$ cat config.mk
export PLATFORM = sky130hd
export DESIGN_NAME = nbs_fifo
export DESIGN_NICKNAME = d
export VERILOG_FILES = /design/src/nbs_fifo.sv
export SDC_FILE = /design/constraint.sdc
export NUM_CORES = 1
export LEC_CHECK = 0
export BUFFER_PORTS_ARGS = -buffer_cell sky130_fd_sc_hd__buf_2
export CORE_MARGIN = 2
export CORE_UTILIZATION = 30
export DETAILED_ROUTE_END_ITERATION = 10
export GPL_ROUTABILITY_DRIVEN = 0
export HOLD_SLACK_MARGIN = 0.05
export PLACE_DENSITY = 0.52
export SETUP_SLACK_MARGIN = 0.2
export SYNTH_ARGS = -nofsm -noshare
export SYNTH_HDL_FRONTEND = slang
export SYNTH_SLANG_ARGS = --single-unit
export TNS_END_PERCENT = 20
$ cat constraint.sdc
create_clock -name clk -period 2.13 [get_ports clk]
set_clock_uncertainty 0.2 [all_clocks]
set_input_delay 0.3195 -clock clk [delete_from_list [all_inputs] [get_ports clk]]
set_output_delay 0.3195 -clock clk [all_outputs]
set_load 0.02 [all_outputs]
$ cat src/nbs_fifo.sv
`default_nettype none
module nbs_fifo #(
  parameter int WIDTH = 8,
  parameter int DEPTH = 2
) (
  input  wire logic             clk,
  input  wire logic             rst,
  input  wire logic             wr,
  input  wire logic [WIDTH-1:0] wdata,
  output logic                  full,
  input  wire logic             rd,
  output logic [WIDTH-1:0]      rdata,
  output logic                  empty
);

  localparam int AW = (DEPTH > 1) ? $clog2(DEPTH) : 1;

  logic [WIDTH-1:0] mem [DEPTH];
  logic [AW-1:0]    wp;
  logic [AW-1:0]    rp;
  logic [AW:0]      cnt;
  logic             wr_en;
  logic             rd_en;

  assign full  = (cnt == (AW+1)'(DEPTH));
  assign empty = (cnt == '0);
  assign wr_en = wr & ~full;
  assign rd_en = rd & ~empty;
  assign rdata = mem[rp];

  // advance pointers and fill count
  always_ff @(posedge clk) begin
    if (rst) begin
      wp  <= '0;
      rp  <= '0;
      cnt <= '0;
    end else begin
      if (wr_en) begin
        if (wp == AW'(DEPTH - 1)) wp <= '0;
        else wp <= wp + 1'b1;
      end
      if (rd_en) begin
        if (rp == AW'(DEPTH - 1)) rp <= '0;
        else rp <= rp + 1'b1;
      end
      cnt <= cnt + (AW+1)'(wr_en) - (AW+1)'(rd_en);
    end
  end

  // hold entries
  always_ff @(posedge clk) begin
    if (wr_en) mem[wp] <= wdata;
  end

endmodule
`default_nettype wire

* Word level (Yosys, flattened, before mapping)
Memory sizes are Yosys's and may differ from the RTL's. A register that Yosys moved wholly into a read port is not among the register bits.
Cells that the tools add are included.
** Storage, ports and cells
- Register bits after elaboration :: 4
- Input port bits :: 12
- Output and inout port bits :: 10
- Memories :: 1
- Memory bits (writable) :: 16
** Memories
- mem :: words 2, bits a word 8, rd ports 1, clocked after Yosys merged registers in 1, write ports 1, line 18 : logic [WIDTH-1:0] mem [DEPTH];
** Cells by class
- Muxes and demuxes :: 6
- Bitwise gates (word level) :: 4
- Add/sub/neg operators :: 4
- Equality and inequality tests :: 1
- Reduce and logical (&&, ||, !) cells :: 1
** Operator list (count)
- $mux 1 :: 6
- $add 1x1->1 const B :: 2
- $add 2x1->2 :: 1
- $and 1x1->1 :: 2
- $eq 2x2->1 const B :: 1
- $logic_not 2->1 :: 1
- $not 1->1 :: 2
- $sub 2x1->2 :: 1

* Depth between registers and ports, before layout
- Word-level depth :: 5
- Mapped depth :: 8
- Depth with buffers taken out :: 8

* Worst setup path before layout
Ideal clock, no wire load.
- Path type :: reg2reg
- Start :: register cnt[1]
- End :: register cnt[1]
- Data required time :: 1852 ps
- Path buffers :: 0
- Setup slack :: 452 ps
- Clock period less this slack :: 1678 ps
- Stages on the path, launching flop included :: 8
- Data arrival time :: 1400 ps
- Cells stage by stage :: dfxtp_1 -> o21a_2 -> ha_1 -> inv_1 -> ha_1 -> xor2_1 -> and2_1 -> nor3_1
** RTL lines
- start: declaration :: line 21 : logic [AW:0] cnt;
- start signal: assignment :: line 46 : cnt <= cnt + (AW+1)'(wr_en) - (AW+1)'(rd_en);
- $logic_not 2->1 :: line 26 : assign empty = (cnt == '0);
- $not 1->1 :: line 28 : assign rd_en = rd & ~empty;
- $and 1x1->1 :: line 28
- named net rd_en :: line 23 : logic rd_en;
- $sub 2x1->2 :: line 46
The timed path passes the listed nets, and every way through them passes these cells.
A chain may end at the register's enable or synchronous reset.

==> run summary <==
Initial antenna violation count: 0
TritonCTS buffer count: 3
Worst Max-Slew Pin Slew: 0.325 ns
Yosys top cell by area: edfxtp_1
Switching Share: 0.329
Rel. slew slack: 0.783
Pin count of the biggest net entering global routing: 12
Buf/Inv on CP: 1
CORE AREA: 2520 sq um
Crit-path max cell delay: 0.46 ns
Cells after Synth: 52
Area Growth Syn to Fin: 31.5%
Area of the multi-input gates: 210 sq um
Comb pwr share: 0.342
NumNets Final: 100
IO buf count: 21
Arr. time, crit path: 1.26 ns
CP endpoint kind: output port
Synth Area per Inst: 15.6 sq um
Fillers: 258
Highest Clock Rate: 561 MHz
Global-route wire length before repair: 2170 microns
Via count: 493
CP Class: register to output port
Pre-Repair DR Iteration Count: 2
Die X-Extent: 56.0 microns
Setup TNS: 0 ns
Vias in the first global route: 514
RSZ-0062 raised after global routing: no
Period Utilization, post-route: 0.837
CTS Sinks: 21
# diodes: 0
Clk_lat worst skew: 0.29 ns
Post-Place Worst Slack: 0.378 ns
DP Area: 948 sq um
Sequence of cells on the critical path: mux2_2 -> buf_2
Final Hold Violating Endpoints: 0
Finished Cell Area: 1070 sq um
Max H-tree Level: 1
Pwr per Cell Area: 1090 nW/um^2
Clock Root Buffer: clkbuf_4
Syn nets: 66
Psw: 0.000383 W
Crit-path leading delay family: flip-flops
Max Transition Viols Final: 0
DRT antenna net count: 0
Worst hold margin: 0.212 ns
Initial Util: 0.321
Global route overflow: 0
Layout cells sized above 1: 0.376
Max Root-Sink Buffers: 2
DRT iter0 DRCs: 2
Max VDD drop: 0.380 mV
Synth Cell Area: 811 sq um
Reg area: 582 sq um
Synth unique cells: 21
Hold crit path type: input port to register
Share of the synthesized area in the top cell type: 0.593
Slowest library cell on the worst path: dfxtp_2
Crit path required time: 1.61 ns
Critical Path Fanout Max: 8
Hpwl dp: 922 microns
Ports: 22
Synth top area cells: edfxtp_1, dfxtp_1, mux2_1
Setup violators final: 0
Drt drc: 0
Clock transition at path regs: 0.11 ns
Max Cap Violations: 0
Clk pwr share: 0.155
Power Internal: 0.000782 W
Die H: 56.0 microns
Reg power frac: 0.503
Post-DR vias/cell: 4.29
Post-CTS Setup Bufs: 0
Detailed Route WL: 1290 microns
Global-route usage over all layers: 0.0933
Period minus WS final: 1.78 ns
Lkg Pwr: 0.441 nW
CTS tree: yes
Wirelength per Cell: 11.2 microns
Synth warnings: 0
Post-synthesis sequential area ratio: 0.716
Crit path launch type: register
Num rows: 18
Outcome: complete, no violations
Total die area: 3130 sq um
Final worst setup slack: 0.348 ns
#FFs+latches synth: 21
-- power groups by stage --
stage                     clock network (W)  logic, W  registers [W]
after CTS                          0.000191  0.000412       0.000588
after detailed placement                  0  0.000398       0.000596
final                              0.000180  0.000399       0.000586
after floorplan                           0  0.000307       0.000563
after global routing               0.000205  0.000450       0.000598
after global placement                    0  0.000390       0.000592
-- worst min-delay path, stage by stage --
cell,delay (ns)
buf_2,0.11
inv_1,0.06
or3_1,0.12
a21oi_1,0.06
-- kinds of logic after synthesis --
| kind of cell | after synthesis | share of synthesized area |
|---|---|---|
| AO/OA/AOI/OAI | 3 | 0.0231 |
| adder cells (fa/ha/maj) | 2 | 0.0309 |
| flip-flops | 21 | 0.716 |
| XOR/XNOR | 2 | 0.0216 |
| buffers and inverters | 5 | 0.0247 |
| AND/OR/NAND/NOR | 11 | 0.0725 |
| multiplexers | 8 | 0.111 |
-- cell usage after synthesis (all sizes together) --
| library cell | n |
|---|---|
| and2 | 1 |
| inv | 4 |
| buf | 1 |
| ha | 2 |
| dfxtp | 5 |
| or3 | 1 |
| nor2b | 1 |
| and3 | 1 |
| a21oi | 1 |
| o21ai | 1 |
| xnor2 | 1 |
| nand2 | 1 |
| edfxtp | 16 |
| xor2 | 1 |
| nand2b | 1 |
| mux2 | 8 |
| nor2 | 4 |
| o21a | 1 |
| nor3 | 1 |
-- flip-flops by register name, summed over array words and instances (netlist names), named ones only --
| name | flops |
|---|---|
| mem | 16 |
| wp | 1 |
| rp | 1 |
| cnt | 2 |
-- layout make-up --
cell class / count / share of cell area
Clock buffer: 4 / 0.0246
Inverter: 4 / 0.0141
Multi-Input combinational cell: 26 / 0.197
Sequential cell: 21 / 0.546
Tap cell: 30 / 0.0352
Timing Repair Buffer: 30 / 0.183
-- through the flow --
step / power (W) / utilization / instances
global route: 0.00125 / 0.423 / 115
CTS: 0.00119 / 0.423 / 115
global placement: 0.000983 / 0.376 / 102
finish: 0.00116 / 0.423 / 115
floorplan: 0.000870 / - / 52
detailed placement: 0.000994 / 0.376 / 102
-- path summary, 6_finish.rpt --
check,start,endpoint,slack [ns],cells past startpoint
max reg2reg,cnt[1],cnt[1],0.37,7
min,wr,wp,0.21,4
min reg2reg,wp,wp,0.29,2
max,register,rdata[5],0.35,2
-- what timing repair did --
action | in CTS | in global routing
resized for setup | 1 | 0
endpoints found under the hold margin | 20 | 0
hold buffers | 9 | 0
setup endpoints to repair | 4 | 0
-- layer usage --
metal	GRT usage	wire (microns)	vias up
met5	0	0	-
met3	0.0326	80	2
met2	0.155	628	13
met4	0.0510	21	0
li1	-	-	251
met1	0.104	557	227
-- layout by cell type, fill, tap and decap left out, types with 2 or more instances in the layout --
cell type | Yosys | routed
nor2_1 | 4 | 4
inv_1 | 3 | 3
dlygate4sd3_1 | 0 | 9
clkbuf_4 | 0 | 3
mux2_2 | 3 | 3
ha_1 | 2 | 2
buf_2 | 1 | 21
mux2_1 | 5 | 5
dfxtp_1 | 5 | 4
edfxtp_1 | 16 | 16
Power figures use the tool's default switching activity.
